## config.mk

```make
export PLATFORM = sky130hd
export DESIGN_NAME = humidity_sensor_response_encoder_flat
export DESIGN_NICKNAME = d
export VERILOG_FILES = /design/src/sv/hsre_pkg.sv /design/src/sv/hsre_cmd_if.sv /design/src/sv/hsre_resp_if.sv /design/src/sv/humidity_sensor_response_encoder.sv /design/src/sv/hsre_resp_calc.sv /design/src/flat_wrapper.sv
export VERILOG_INCLUDE_DIRS = /design/src /design/src/sv
export SDC_FILE = /design/constraint.sdc
export NUM_CORES = 1
export LEC_CHECK = 0
export BUFFER_PORTS_ARGS = -buffer_cell sky130_fd_sc_hd__clkbuf_2
export CORE_MARGIN = 4
export CORE_UTILIZATION = 64
export DETAILED_ROUTE_END_ITERATION = 7
export PLACE_DENSITY = 0.92
export SLEW_MARGIN = 20
export SYNTH_ARGS = -nofsm -noshare
export SYNTH_HDL_FRONTEND = slang
export SYNTH_SLANG_ARGS = --single-unit
```

## constraint.sdc

```tcl
create_clock -name clk -period 16.2 [get_ports clk]
set_clock_uncertainty 0.1 [all_clocks]
set_input_delay 0.81 -clock clk [delete_from_list [all_inputs] [get_ports clk]]
set_output_delay 0.81 -clock clk [all_outputs]
set_load 0.02 [all_outputs]
```

## src/sv/humidity_sensor_response_encoder_assert.svh

```systemverilog
// ---------------------------------------------------------------------------
// Assertion macros for the humidity sensor response encoder
// Clocked on clk; every check is switched off while rst_n is low.
// ---------------------------------------------------------------------------
`ifndef HUMIDITY_SENSOR_RESPONSE_ENCODER_ASSERT_SVH
`define HUMIDITY_SENSOR_RESPONSE_ENCODER_ASSERT_SVH

// Same-cycle check: cond must hold at every active edge
`define HSRE_CHECK(lbl, cond, msg) \
  lbl: assert property (@(posedge clk) disable iff (!rst_n) (cond)) else $error(msg);

// Next-cycle check: ante must be followed by cons
`define HSRE_CHECK_NXT(lbl, ante, cons, msg) \
  lbl: assert property (@(posedge clk) disable iff (!rst_n) (ante) |=> (cons)) else $error(msg);

`endif

```

## src/sv/hsre_pkg.sv

```systemverilog
// ---------------------------------------------------------------------------
// hsre_pkg
// Shared types, constants and CRC function of the sensor response encoder.
// ---------------------------------------------------------------------------
package hsre_pkg;

  // Command codes
  localparam logic [7:0] OP_SINGLE = 8'h24;
  localparam logic [7:0] OP_FETCH  = 8'h E0;
  localparam logic [7:0] OP_SERIAL = 8'h36;
  localparam logic [7:0] FETCH_ARG = 8'h00;

  // Minimum command length for the fetch check
  localparam logic [2:0] FETCH_MIN_LEN = 3'd2;
  localparam logic [2:0] RESP_LEN_NONE = 3'd0;
  localparam logic [2:0] RESP_LEN_FULL = 3'd6;

  // Configuration register indexes
  localparam int unsigned CFG_IDX_W = 1;
  localparam logic [CFG_IDX_W-1:0] CFG_SERIAL_HIGH = 1'b0;
  localparam logic [CFG_IDX_W-1:0] CFG_SERIAL_LOW  = 1'b1;
  localparam logic [15:0] SERIAL_HIGH_RST = 16'hDEAD;
  localparam logic [15:0] SERIAL_LOW_RST  = 16'hBEEF;

  // CRC-8 parameters
  localparam logic [7:0] CRC_POLY  = 8'h31;
  localparam logic [7:0] CRC_START = 8'hFF;

  // Scaling: raw = x * FULL_SCALE / SPAN, done as (x * RECIP) >> RECIP_SHIFT.
  // The reciprocal is rounded up; with x at most SPAN the error stays below
  // 1/SPAN, so the truncated product equals the exact quotient.
  localparam int unsigned FULL_SCALE  = 65535;
  localparam int unsigned T_OFFSET    = 450;
  localparam int unsigned T_SPAN      = 1750;
  localparam int unsigned H_SPAN      = 1000;
  localparam int unsigned RECIP_SHIFT = 22;
  localparam logic [27:0] TEMP_RECIP = 28'((64'(FULL_SCALE) * (64'd1 << RECIP_SHIFT)
                                            + 64'(T_SPAN) - 64'd1) / 64'(T_SPAN));
  localparam logic [28:0] HUM_RECIP  = 29'((64'(FULL_SCALE) * (64'd1 << RECIP_SHIFT)
                                            + 64'(H_SPAN) - 64'd1) / 64'(H_SPAN));

  // Result of one command
  typedef struct packed {
    logic       accepted;
    logic [2:0] response_length;
    logic [7:0] resp_byte_0;
    logic [7:0] resp_byte_1;
    logic [7:0] resp_byte_2;
    logic [7:0] resp_byte_3;
    logic [7:0] resp_byte_4;
    logic [7:0] resp_byte_5;
  } resp_t;

  // CRC-8 over the two bytes of a word, most significant byte first
  function automatic logic [7:0] crc8_word(input logic [15:0] word);
    logic [7:0] crc;
    crc = CRC_START ^ word[15:8];
    for (int k = 0; k < 8; k++) begin
      crc = crc[7] ? ((crc << 1) ^ CRC_POLY) : (crc << 1);
    end
    crc = crc ^ word[7:0];
    for (int k = 0; k < 8; k++) begin
      crc = crc[7] ? ((crc << 1) ^ CRC_POLY) : (crc << 1);
    end
    return crc;
  endfunction

endpackage

```

## src/sv/hsre_cmd_if.sv

```systemverilog
// ---------------------------------------------------------------------------
// hsre_cmd_if
// Command channel: command bytes plus current temperature and humidity.
// ---------------------------------------------------------------------------
interface hsre_cmd_if;
  logic              valid;
  logic              ready;
  logic [2:0]        cmd_length;
  logic [7:0]        cmd_first;
  logic [7:0]        cmd_second;
  logic signed [11:0] temp_tenths;
  logic [9:0]        humid_tenths;

  modport source (output valid, cmd_length, cmd_first, cmd_second, temp_tenths,
                  humid_tenths, input ready);
  modport sink   (input valid, cmd_length, cmd_first, cmd_second, temp_tenths,
                  humid_tenths, output ready);
endinterface

```

## src/sv/hsre_resp_if.sv

```systemverilog
// ---------------------------------------------------------------------------
// hsre_resp_if
// Response channel: accept flag, response length and six response bytes.
// ---------------------------------------------------------------------------
interface hsre_resp_if;
  logic       valid;
  logic       ready;
  logic       accepted;
  logic [2:0] response_length;
  logic [7:0] resp_byte_0;
  logic [7:0] resp_byte_1;
  logic [7:0] resp_byte_2;
  logic [7:0] resp_byte_3;
  logic [7:0] resp_byte_4;
  logic [7:0] resp_byte_5;

  modport source (output valid, accepted, response_length, resp_byte_0, resp_byte_1,
                  resp_byte_2, resp_byte_3, resp_byte_4, resp_byte_5, input ready);
  modport sink   (input valid, accepted, response_length, resp_byte_0, resp_byte_1,
                  resp_byte_2, resp_byte_3, resp_byte_4, resp_byte_5, output ready);
endinterface

```

## src/sv/humidity_sensor_response_encoder.sv

```systemverilog
// ---------------------------------------------------------------------------
// humidity_sensor_response_encoder
// Command-response encoder of an I2C temperature and humidity sensor.
// ---------------------------------------------------------------------------
//  channel   direction  handshake            contents
//  in_cmd    sink       valid/ready          command length, two bytes, T, RH
//  out_rsp   source     valid/ready          accept flag, length, six bytes
//  cfg_*     write      cfg_we               serial word high / low
//
//  One transaction per cycle sustained while out_rsp is ready (input register,
//  then result register after the scaling multiply and CRC tree).
//  Reset (rst_n low, synchronous) empties both registers and restores the
//  serial words. A stall on out_rsp holds the result and lets one further
//  transaction sit in the input register before in_cmd.ready drops.
// ---------------------------------------------------------------------------
module humidity_sensor_response_encoder (
  input  logic                          clk,
  input  logic                          rst_n,
  hsre_cmd_if.sink                      in_cmd,
  hsre_resp_if.source                   out_rsp,
  input  logic                          cfg_we,
  input  logic [hsre_pkg::CFG_IDX_W-1:0] cfg_index,
  input  logic [15:0]                   cfg_wdata
);
  import hsre_pkg::*;

  logic               s1_valid_r;
  logic [2:0]         s1_length_r;
  logic [7:0]         s1_first_r;
  logic [7:0]         s1_second_r;
  logic signed [11:0] s1_temp_r;
  logic [9:0]         s1_humid_r;
  logic               s1_advance;
  logic               out_valid_r;
  resp_t              out_resp_r;
  resp_t              calc_resp;
  logic [15:0]        serial_high_r;
  logic [15:0]        serial_low_r;

  // Configuration registers
  always_ff @(posedge clk) begin
    if (!rst_n) begin
      serial_high_r <= SERIAL_HIGH_RST;
      serial_low_r  <= SERIAL_LOW_RST;
    end else if (cfg_we) begin
      case (cfg_index)
        CFG_SERIAL_HIGH: serial_high_r <= cfg_wdata;
        CFG_SERIAL_LOW:  serial_low_r  <= cfg_wdata;
        default: ;
      endcase
    end
  end

  // Flow control: stage 1 moves on when the result register is empty or being taken
  assign s1_advance   = s1_valid_r && (!out_valid_r || out_rsp.ready);
  assign in_cmd.ready = !s1_valid_r || s1_advance;

  // Input register
  always_ff @(posedge clk) begin
    if (!rst_n) begin
      s1_valid_r <= 1'b0;
    end else if (in_cmd.ready) begin
      s1_valid_r <= in_cmd.valid;
    end
  end

  always_ff @(posedge clk) begin
    if (in_cmd.valid && in_cmd.ready) begin
      s1_length_r <= in_cmd.cmd_length;
      s1_first_r  <= in_cmd.cmd_first;
      s1_second_r <= in_cmd.cmd_second;
      s1_temp_r   <= in_cmd.temp_tenths;
      s1_humid_r  <= in_cmd.humid_tenths;
    end
  end

  hsre_resp_calc u_calc (
    .cmd_length   (s1_length_r),
    .cmd_first    (s1_first_r),
    .cmd_second   (s1_second_r),
    .temp_tenths  (s1_temp_r),
    .humid_tenths (s1_humid_r),
    .serial_high  (serial_high_r),
    .serial_low   (serial_low_r),
    .resp         (calc_resp)
  );

  // Result register: load on advance, drop when taken
  always_ff @(posedge clk) begin
    if (!rst_n) begin
      out_valid_r <= 1'b0;
    end else if (s1_advance) begin
      out_valid_r <= 1'b1;
    end else if (out_rsp.ready) begin
      out_valid_r <= 1'b0;
    end
  end

  always_ff @(posedge clk) begin
    if (s1_advance) begin
      out_resp_r <= calc_resp;
    end
  end

  assign out_rsp.valid           = out_valid_r;
  assign out_rsp.accepted        = out_resp_r.accepted;
  assign out_rsp.response_length = out_resp_r.response_length;
  assign out_rsp.resp_byte_0     = out_resp_r.resp_byte_0;
  assign out_rsp.resp_byte_1     = out_resp_r.resp_byte_1;
  assign out_rsp.resp_byte_2     = out_resp_r.resp_byte_2;
  assign out_rsp.resp_byte_3     = out_resp_r.resp_byte_3;
  assign out_rsp.resp_byte_4     = out_resp_r.resp_byte_4;
  assign out_rsp.resp_byte_5     = out_resp_r.resp_byte_5;

  // Checks
`include "humidity_sensor_response_encoder_assert.svh"

  `HSRE_CHECK(a_rejected_empty, !(out_valid_r && !out_resp_r.accepted) || (out_resp_r.response_length == RESP_LEN_NONE), "rejected command carries response bytes")
  `HSRE_CHECK(a_len_legal, !out_valid_r || out_resp_r.response_length == RESP_LEN_NONE || out_resp_r.response_length == RESP_LEN_FULL, "illegal response length")
  `HSRE_CHECK_NXT(a_stage_moves, s1_valid_r && !out_valid_r, out_valid_r, "held transaction did not reach result register")
  `HSRE_CHECK_NXT(a_cfg_high, cfg_we && cfg_index == CFG_SERIAL_HIGH, serial_high_r == $past(cfg_wdata), "serial word high not written")

endmodule

```

## src/sv/hsre_resp_calc.sv

```systemverilog
// ---------------------------------------------------------------------------
// hsre_resp_calc
// Decode one command and build its response: scaled readings or serial words.
// ---------------------------------------------------------------------------
module hsre_resp_calc (
  input  logic [2:0]         cmd_length,
  input  logic [7:0]         cmd_first,
  input  logic [7:0]         cmd_second,
  input  logic signed [11:0] temp_tenths,
  input  logic [9:0]         humid_tenths,
  input  logic [15:0]        serial_high,
  input  logic [15:0]        serial_low,
  output hsre_pkg::resp_t    resp
);
  import hsre_pkg::*;

  logic signed [12:0] temp_shifted;
  logic [38:0]        temp_prod;
  logic [38:0]        hum_prod;
  logic [15:0]        temp_raw;
  logic [15:0]        hum_raw;
  logic               is_meas;
  logic               is_serial;
  logic [15:0]        word_a;
  logic [15:0]        word_b;

  // Offset temperature to a non-negative span
  assign temp_shifted = 13'(temp_tenths) + 13'(T_OFFSET);
  assign temp_prod    = 39'(temp_shifted[10:0]) * 39'(TEMP_RECIP);
  assign hum_prod     = 39'(humid_tenths) * 39'(HUM_RECIP);

  // Saturate below zero and above full span
  always_comb begin
    if (temp_shifted <= 13'sd0) begin
      temp_raw = '0;
    end else if (temp_shifted > 13'(T_SPAN)) begin
      temp_raw = 16'(FULL_SCALE);
    end else begin
      temp_raw = temp_prod[RECIP_SHIFT +: 16];
    end
    if (humid_tenths > 10'(H_SPAN)) begin
      hum_raw = 16'(FULL_SCALE);
    end else begin
      hum_raw = hum_prod[RECIP_SHIFT +: 16];
    end
  end

  // Decode command; periodic start, soft reset and unknown codes give no data
  assign is_meas   = (cmd_first == OP_SINGLE) ||
                     (cmd_first == OP_FETCH && cmd_length >= FETCH_MIN_LEN &&
                      cmd_second == FETCH_ARG);
  assign is_serial = (cmd_first == OP_SERIAL);
  assign word_a    = is_meas ? temp_raw : serial_high;
  assign word_b    = is_meas ? hum_raw  : serial_low;

  // Assemble response; empty command is rejected with all zeros
  always_comb begin
    resp = '0;
    if (cmd_length != 3'd0) begin
      resp.accepted = 1'b1;
      if (is_meas || is_serial) begin
        resp.response_length = RESP_LEN_FULL;
        resp.resp_byte_0     = word_a[15:8];
        resp.resp_byte_1     = word_a[7:0];
        resp.resp_byte_2     = crc8_word(word_a);
        resp.resp_byte_3     = word_b[15:8];
        resp.resp_byte_4     = word_b[7:0];
        resp.resp_byte_5     = crc8_word(word_b);
      end
    end
  end

endmodule
```

## src/flat_wrapper.sv

```systemverilog
// flat-port wrapper written by rule: the top's interface ports become plain ports
module humidity_sensor_response_encoder_flat import hsre_pkg::*;
  (clk, rst_n, cfg_we, cfg_index, cfg_wdata, in_cmd_valid, in_cmd_cmd_length, in_cmd_cmd_first, in_cmd_cmd_second, in_cmd_temp_tenths, in_cmd_humid_tenths, in_cmd_ready, out_rsp_valid, out_rsp_accepted, out_rsp_response_length, out_rsp_resp_byte_0, out_rsp_resp_byte_1, out_rsp_resp_byte_2, out_rsp_resp_byte_3, out_rsp_resp_byte_4, out_rsp_resp_byte_5, out_rsp_ready);
  hsre_cmd_if in_cmd_i ();
  hsre_resp_if out_rsp_i ();
  input  logic clk;
  input  logic rst_n;
  input  logic cfg_we;
  input  logic [hsre_pkg::CFG_IDX_W-1:0] cfg_index;
  input  logic [15:0] cfg_wdata;
  input wire logic [$bits(in_cmd_i.valid)-1:0] in_cmd_valid;
  input wire logic [$bits(in_cmd_i.cmd_length)-1:0] in_cmd_cmd_length;
  input wire logic [$bits(in_cmd_i.cmd_first)-1:0] in_cmd_cmd_first;
  input wire logic [$bits(in_cmd_i.cmd_second)-1:0] in_cmd_cmd_second;
  input wire logic [$bits(in_cmd_i.temp_tenths)-1:0] in_cmd_temp_tenths;
  input wire logic [$bits(in_cmd_i.humid_tenths)-1:0] in_cmd_humid_tenths;
  output wire logic [$bits(in_cmd_i.ready)-1:0] in_cmd_ready;
  output wire logic [$bits(out_rsp_i.valid)-1:0] out_rsp_valid;
  output wire logic [$bits(out_rsp_i.accepted)-1:0] out_rsp_accepted;
  output wire logic [$bits(out_rsp_i.response_length)-1:0] out_rsp_response_length;
  output wire logic [$bits(out_rsp_i.resp_byte_0)-1:0] out_rsp_resp_byte_0;
  output wire logic [$bits(out_rsp_i.resp_byte_1)-1:0] out_rsp_resp_byte_1;
  output wire logic [$bits(out_rsp_i.resp_byte_2)-1:0] out_rsp_resp_byte_2;
  output wire logic [$bits(out_rsp_i.resp_byte_3)-1:0] out_rsp_resp_byte_3;
  output wire logic [$bits(out_rsp_i.resp_byte_4)-1:0] out_rsp_resp_byte_4;
  output wire logic [$bits(out_rsp_i.resp_byte_5)-1:0] out_rsp_resp_byte_5;
  input wire logic [$bits(out_rsp_i.ready)-1:0] out_rsp_ready;
  assign in_cmd_i.valid = in_cmd_valid;
  assign in_cmd_i.cmd_length = in_cmd_cmd_length;
  assign in_cmd_i.cmd_first = in_cmd_cmd_first;
  assign in_cmd_i.cmd_second = in_cmd_cmd_second;
  assign in_cmd_i.temp_tenths = in_cmd_temp_tenths;
  assign in_cmd_i.humid_tenths = in_cmd_humid_tenths;
  assign in_cmd_ready = in_cmd_i.ready;
  assign out_rsp_valid = out_rsp_i.valid;
  assign out_rsp_accepted = out_rsp_i.accepted;
  assign out_rsp_response_length = out_rsp_i.response_length;
  assign out_rsp_resp_byte_0 = out_rsp_i.resp_byte_0;
  assign out_rsp_resp_byte_1 = out_rsp_i.resp_byte_1;
  assign out_rsp_resp_byte_2 = out_rsp_i.resp_byte_2;
  assign out_rsp_resp_byte_3 = out_rsp_i.resp_byte_3;
  assign out_rsp_resp_byte_4 = out_rsp_i.resp_byte_4;
  assign out_rsp_resp_byte_5 = out_rsp_i.resp_byte_5;
  assign out_rsp_i.ready = out_rsp_ready;
  humidity_sensor_response_encoder u_core (.clk(clk), .rst_n(rst_n), .in_cmd(in_cmd_i), .out_rsp(out_rsp_i), .cfg_we(cfg_we), .cfg_index(cfg_index), .cfg_wdata(cfg_wdata));
endmodule
```

==> impl_metrics.xml <==
<?xml version="1.0" encoding="UTF-8"?>
<metrics>
  <group name="run_status">
    <metric name="status" unit="">complete, no violations</metric>
  </group>
  <group name="worst_setup_path">
    <metric name="launch_point_of_the_worst_reg_to_reg_path" unit="">u_core.s1_temp_r[1]$_DFFE_PP_</metric>
    <metric name="critical-path-top-cell-by-count" unit="">fa_1</metric>
    <metric name="cp_slowest_cell" unit="">edfxtp_1</metric>
    <metric name="highest_net_fanout_along_the_worst_path" unit="">12</metric>
    <metric name="end_kind" unit="">flop</metric>
    <metric name="cp.arrival" unit="ps">8850</metric>
    <metric name="setup.worst_path.start" unit="">u_core.s1_temp_r[1]$_DFFE_PP_</metric>
    <metric name="number_of_buffer_and_inverter_stages_on_the_critical_path" unit="">3</metric>
    <metric name="worst-endpoint-required" unit="ps">16260</metric>
    <metric name="worstSetupPathType" unit="">reg -&gt; reg</metric>
    <metric name="critical_path.startpoint_type" unit="">flop</metric>
    <metric name="cp_top_family" unit="">adder cells</metric>
    <metric name="critical-path-max-stage-delay" unit="ps">690</metric>
  </group>
  <group name="placed_design">
    <metric name="dpl_wire_length" unit="mm">30.96</metric>
    <metric name="place_inst" unit="">1940</metric>
    <metric name="dpl-instance-area" unit="mm2">0.01585</metric>
    <metric name="preCtsSetupSlack" unit="ps">7522</metric>
    <metric name="port_buffers" unit="">115</metric>
    <metric name="routabilityCongestion" unit="">1.012</metric>
  </group>
  <group name="logic_synthesis">
    <metric name="synth_edf_count" unit="">91</metric>
    <metric name="synthArstFlopShare" unit="">0</metric>
    <metric name="syn-mean-instance-area" unit="um2">9.706</metric>
    <metric name="main_combinational_cell_family_by_area_after_synthesis" unit="">adder cells</metric>
    <metric name="synth_fa_ha_area_frac" unit="">0.3781</metric>
    <metric name="synthMuxAreaShare" unit="">0.002089</metric>
    <metric name="synth_top_flop_cell" unit="">edfxtp_1</metric>
    <metric name="yosysWarnings" unit="">0</metric>
    <metric name="synth-simple-area-share" unit="">0.1197</metric>
    <metric name="seq_area_frac_synth" unit="">0.2279</metric>
    <metric name="netlist_instances" unit="">1543</metric>
    <metric name="mappedNetlistNets" unit="">1974</metric>
    <metric name="synth-seq-cells" unit="">125</metric>
    <metric name="synth-xor-area-share" unit="">0.06901</metric>
    <metric name="synth_cell_types" unit="">77</metric>
    <metric name="post_syn_area" unit="mm2">0.01498</metric>
    <metric name="synthesized_area_fraction_occupied_by_ao_oa_aoi_and_oai_cells" unit="">0.1223</metric>
  </group>
  <group name="timing">
    <metric name="timing_hold_violations_final" unit="">0</metric>
    <metric name="worst-slew-pin-transition" unit="ps">975.2</metric>
    <metric name="finalSetupTns" unit="ps">0</metric>
    <metric name="timing.final.crit_period" unit="ps">8793</metric>
    <metric name="maxSlewHeadroom" unit="">0.3499</metric>
    <metric name="setup_viol" unit="">0</metric>
    <metric name="drv_slew" unit="">0</metric>
    <metric name="post-route-period-util" unit="">0.5428</metric>
    <metric name="fmax" unit="MHz">113.7</metric>
    <metric name="rsz_0062_raised_after_global_routing" unit="">no</metric>
    <metric name="worst_path_setup_slack_after_routing" unit="ps">7407</metric>
    <metric name="fin_hold_ws" unit="ps">366.8</metric>
  </group>
  <group name="hold_path">
    <metric name="hp-start" unit="">u_core.serial_high_r[0]$_SDFFE_PN1P_</metric>
    <metric name="hold_path_class" unit="">reg -&gt; reg</metric>
  </group>
  <group name="floorplanning">
    <metric name="core_footprint" unit="mm2">0.02285</metric>
    <metric name="top_level_ports" unit="">117</metric>
    <metric name="die-width" unit="um">161.0</metric>
    <metric name="fp.dieArea" unit="mm2">0.02591</metric>
    <metric name="start_util" unit="">0.6555</metric>
    <metric name="floorplan.rows" unit="">55</metric>
    <metric name="dieHeight" unit="um">161.0</metric>
  </group>
  <group name="routing">
    <metric name="wl_per_cell" unit="um">19.53</metric>
    <metric name="drtAntennaViolNets" unit="">0</metric>
    <metric name="num_vias" unit="">12010</metric>
    <metric name="drcViolationCount" unit="">0</metric>
    <metric name="drt_iter0_drc" unit="">1266</metric>
    <metric name="totalWireLength" unit="mm">38.51</metric>
    <metric name="total_iterations_of_the_first_detailed_routing_run" unit="">5</metric>
    <metric name="via_per_inst" unit="">6.088</metric>
  </group>
  <group name="final_layout">
    <metric name="syn_to_final_growth" unit="%">9.625</metric>
    <metric name="mostFrequentLayoutCell" unit="">inv_1</metric>
    <metric name="num-nets-final" unit="">2077</metric>
    <metric name="final_cell_mix" unit="">inv_1 (280), ha_1 (227), fa_1 (141), nand2_1 (126), clkbuf_2 (115)</metric>
    <metric name="post-route-util" unit="">0.7186</metric>
    <metric name="cell_count_final_fillers_out" unit="">1972</metric>
    <metric name="diodes" unit="">0</metric>
    <metric name="post_route_cells_drive_above_1_share" unit="">0.1139</metric>
    <metric name="post_route_cell_area" unit="mm2">0.01642</metric>
    <metric name="fillers" unit="">1624</metric>
  </group>
  <group name="clock_network">
    <metric name="cts_resized" unit="">0</metric>
    <metric name="root_buffer" unit="">clkbuf_16</metric>
    <metric name="clk_pin_slew" unit="ps">60</metric>
    <metric name="clock_tree_from_tritoncts" unit="">done</metric>
    <metric name="ctsLongestPathBuffers" unit="">2</metric>
    <metric name="clock-sinks" unit="">125</metric>
    <metric name="cts.hold.buffers_added" unit="">0</metric>
    <metric name="cts_buffers" unit="">17</metric>
    <metric name="postCtsSetupRepairBufs" unit="">0</metric>
    <metric name="clk-insertion-delay-late" unit="ps">430</metric>
    <metric name="htree_levels" unit="">4</metric>
  </group>
  <group name="power_and_ir_drop">
    <metric name="vdd_ir_drop_max" unit="mV">0.1829</metric>
    <metric name="power_frac_clock" unit="">0.101</metric>
    <metric name="total_switching_power" unit="mW">1.972</metric>
    <metric name="p_comb_frac" unit="">0.797</metric>
    <metric name="pwr-share-seq" unit="">0.102</metric>
    <metric name="power" unit="mW">3.698</metric>
    <metric name="internal_power" unit="mW">1.726</metric>
    <metric name="leakage" unit="nW">8.003</metric>
    <metric name="swShare" unit="">0.5333</metric>
    <metric name="power_per_cell_area" unit="mW/mm2">225.3</metric>
  </group>
  <group name="global_routing">
    <metric name="largest_net_degree_at_the_start_of_global_routing" unit="">51</metric>
    <metric name="antenna_found_initial" unit="">0</metric>
    <metric name="grt_first_pass_wirelength" unit="mm">61.63</metric>
    <metric name="grt.overflow.total" unit="">0</metric>
    <metric name="grt_use_total" unit="">0.2968</metric>
    <metric name="grt_pass1_vias" unit="">12080</metric>
  </group>
  <group name="job">
    <metric name="max-cap-violations" unit="">0</metric>
  </group>
</metrics>
[final cells by class]
type | count | area [um2] | area share
clock buffer | 17 | 425.4 | 0.02591
clock inverter | 15 | 141.4 | 0.008612
inverter | 280 | 1051 | 0.06402
multi-input combinational | 1101 | 10370 | 0.6319
sequential | 125 | 3413 | 0.2079
tap | 313 | 391.6 | 0.02385
timing repair buffer | 121 | 620.6 | 0.03780
[sequential cells by signal, summed over array words and instances, names as in the netlist, 3 cells and up]
register                    count
u_core.s1_humid_r              10
u_core.s1_second_r              8
u_core.out_rsp.resp_byte_0      8
u_core.out_rsp.resp_byte_4      8
u_core.serial_low_r            16
u_core.s1_temp_r               12
u_core.s1_length_r              3
u_core.out_rsp.resp_byte_2      8
u_core.out_rsp.resp_byte_1      8
u_core.s1_first_r               8
u_core.serial_high_r           16
u_core.out_rsp.resp_byte_3      8
u_core.out_rsp.resp_byte_5      8
[power groups by stage]
stage / registers (mW) / clock network, mW / logic (mW)
after floorplan: 0.387 / 0 / 2.18
after global placement: 0.382 / 0 / 2.79
after detailed placement: 0.384 / 0 / 2.86
after CTS: 0.377 / 0.372 / 2.89
after global routing: 0.379 / 0.390 / 3.26
final: 0.378 / 0.373 / 2.95
[cells in the mapped netlist, types with 9 or more instances]
master    count  share of area
ha_1        227           0.19
clkbuf_1     32         0.0080
nand2_1     126          0.032
a211oi_1     10         0.0050
o21ai_0      44          0.015
nor4_1        9         0.0038
nand4_1      18         0.0075
o21bai_1     12         0.0060
nor2b_1      10         0.0042
xor2_1       30          0.018
nor3_1       22         0.0074
a21oi_1      69          0.023
edfxtp_1     91           0.18
nand3_1      39          0.013
and2_1       25          0.010
a21boi_0      9         0.0045
o21a_1       11         0.0055
xnor2_1      51          0.030
a21o_1       25          0.013
dfxtp_1      34          0.045
nor2_1       74          0.019
inv_1       280          0.070
fa_1        141           0.19
[worst min-delay path: cells and delay by family, from the launching register on]
kind	cells	cell delay, ps
flip-flops	1	310
AND/OR/NAND/NOR	2	110
[layer usage]
layer,up-vias,routed length [um],share of wire,GRT usage
li1,5443,-,-,-
met1,5793,15990,0.42,0.4048
met2,660,17700,0.46,0.4835
met3,109,3628,0.094,0.05971
met4,0,1193,0.031,0.09151
met5,-,0,0,0
[path summary, 6_finish.rpt]
kind,slack (ps),end,depth (start not counted)
setup / recovery,7410,u_core.out_rsp.resp_byte_2[5]$_SDFFCE_PN0P_,25
hold / removal,370,u_core.serial_high_r[0]$_SDFFE_PN1P_,2
setup reg to reg,7410,u_core.out_rsp.resp_byte_2[5]$_SDFFCE_PN0P_,25
hold reg to reg,370,u_core.serial_high_r[0]$_SDFFE_PN1P_,2
[kinds of logic (layout without fill, tap and decap cells)]
kind of cell    after synthesis  in the layout
buf+inv                     317            433
simple gates                370            370
compound gates              263            263
other cells                   1              1
fa+ha+maj                   368            368
xor+xnor                     96             96
mux                           3              3
flops                       125            125
Note: power is estimated with default switching activity, not from simulation.
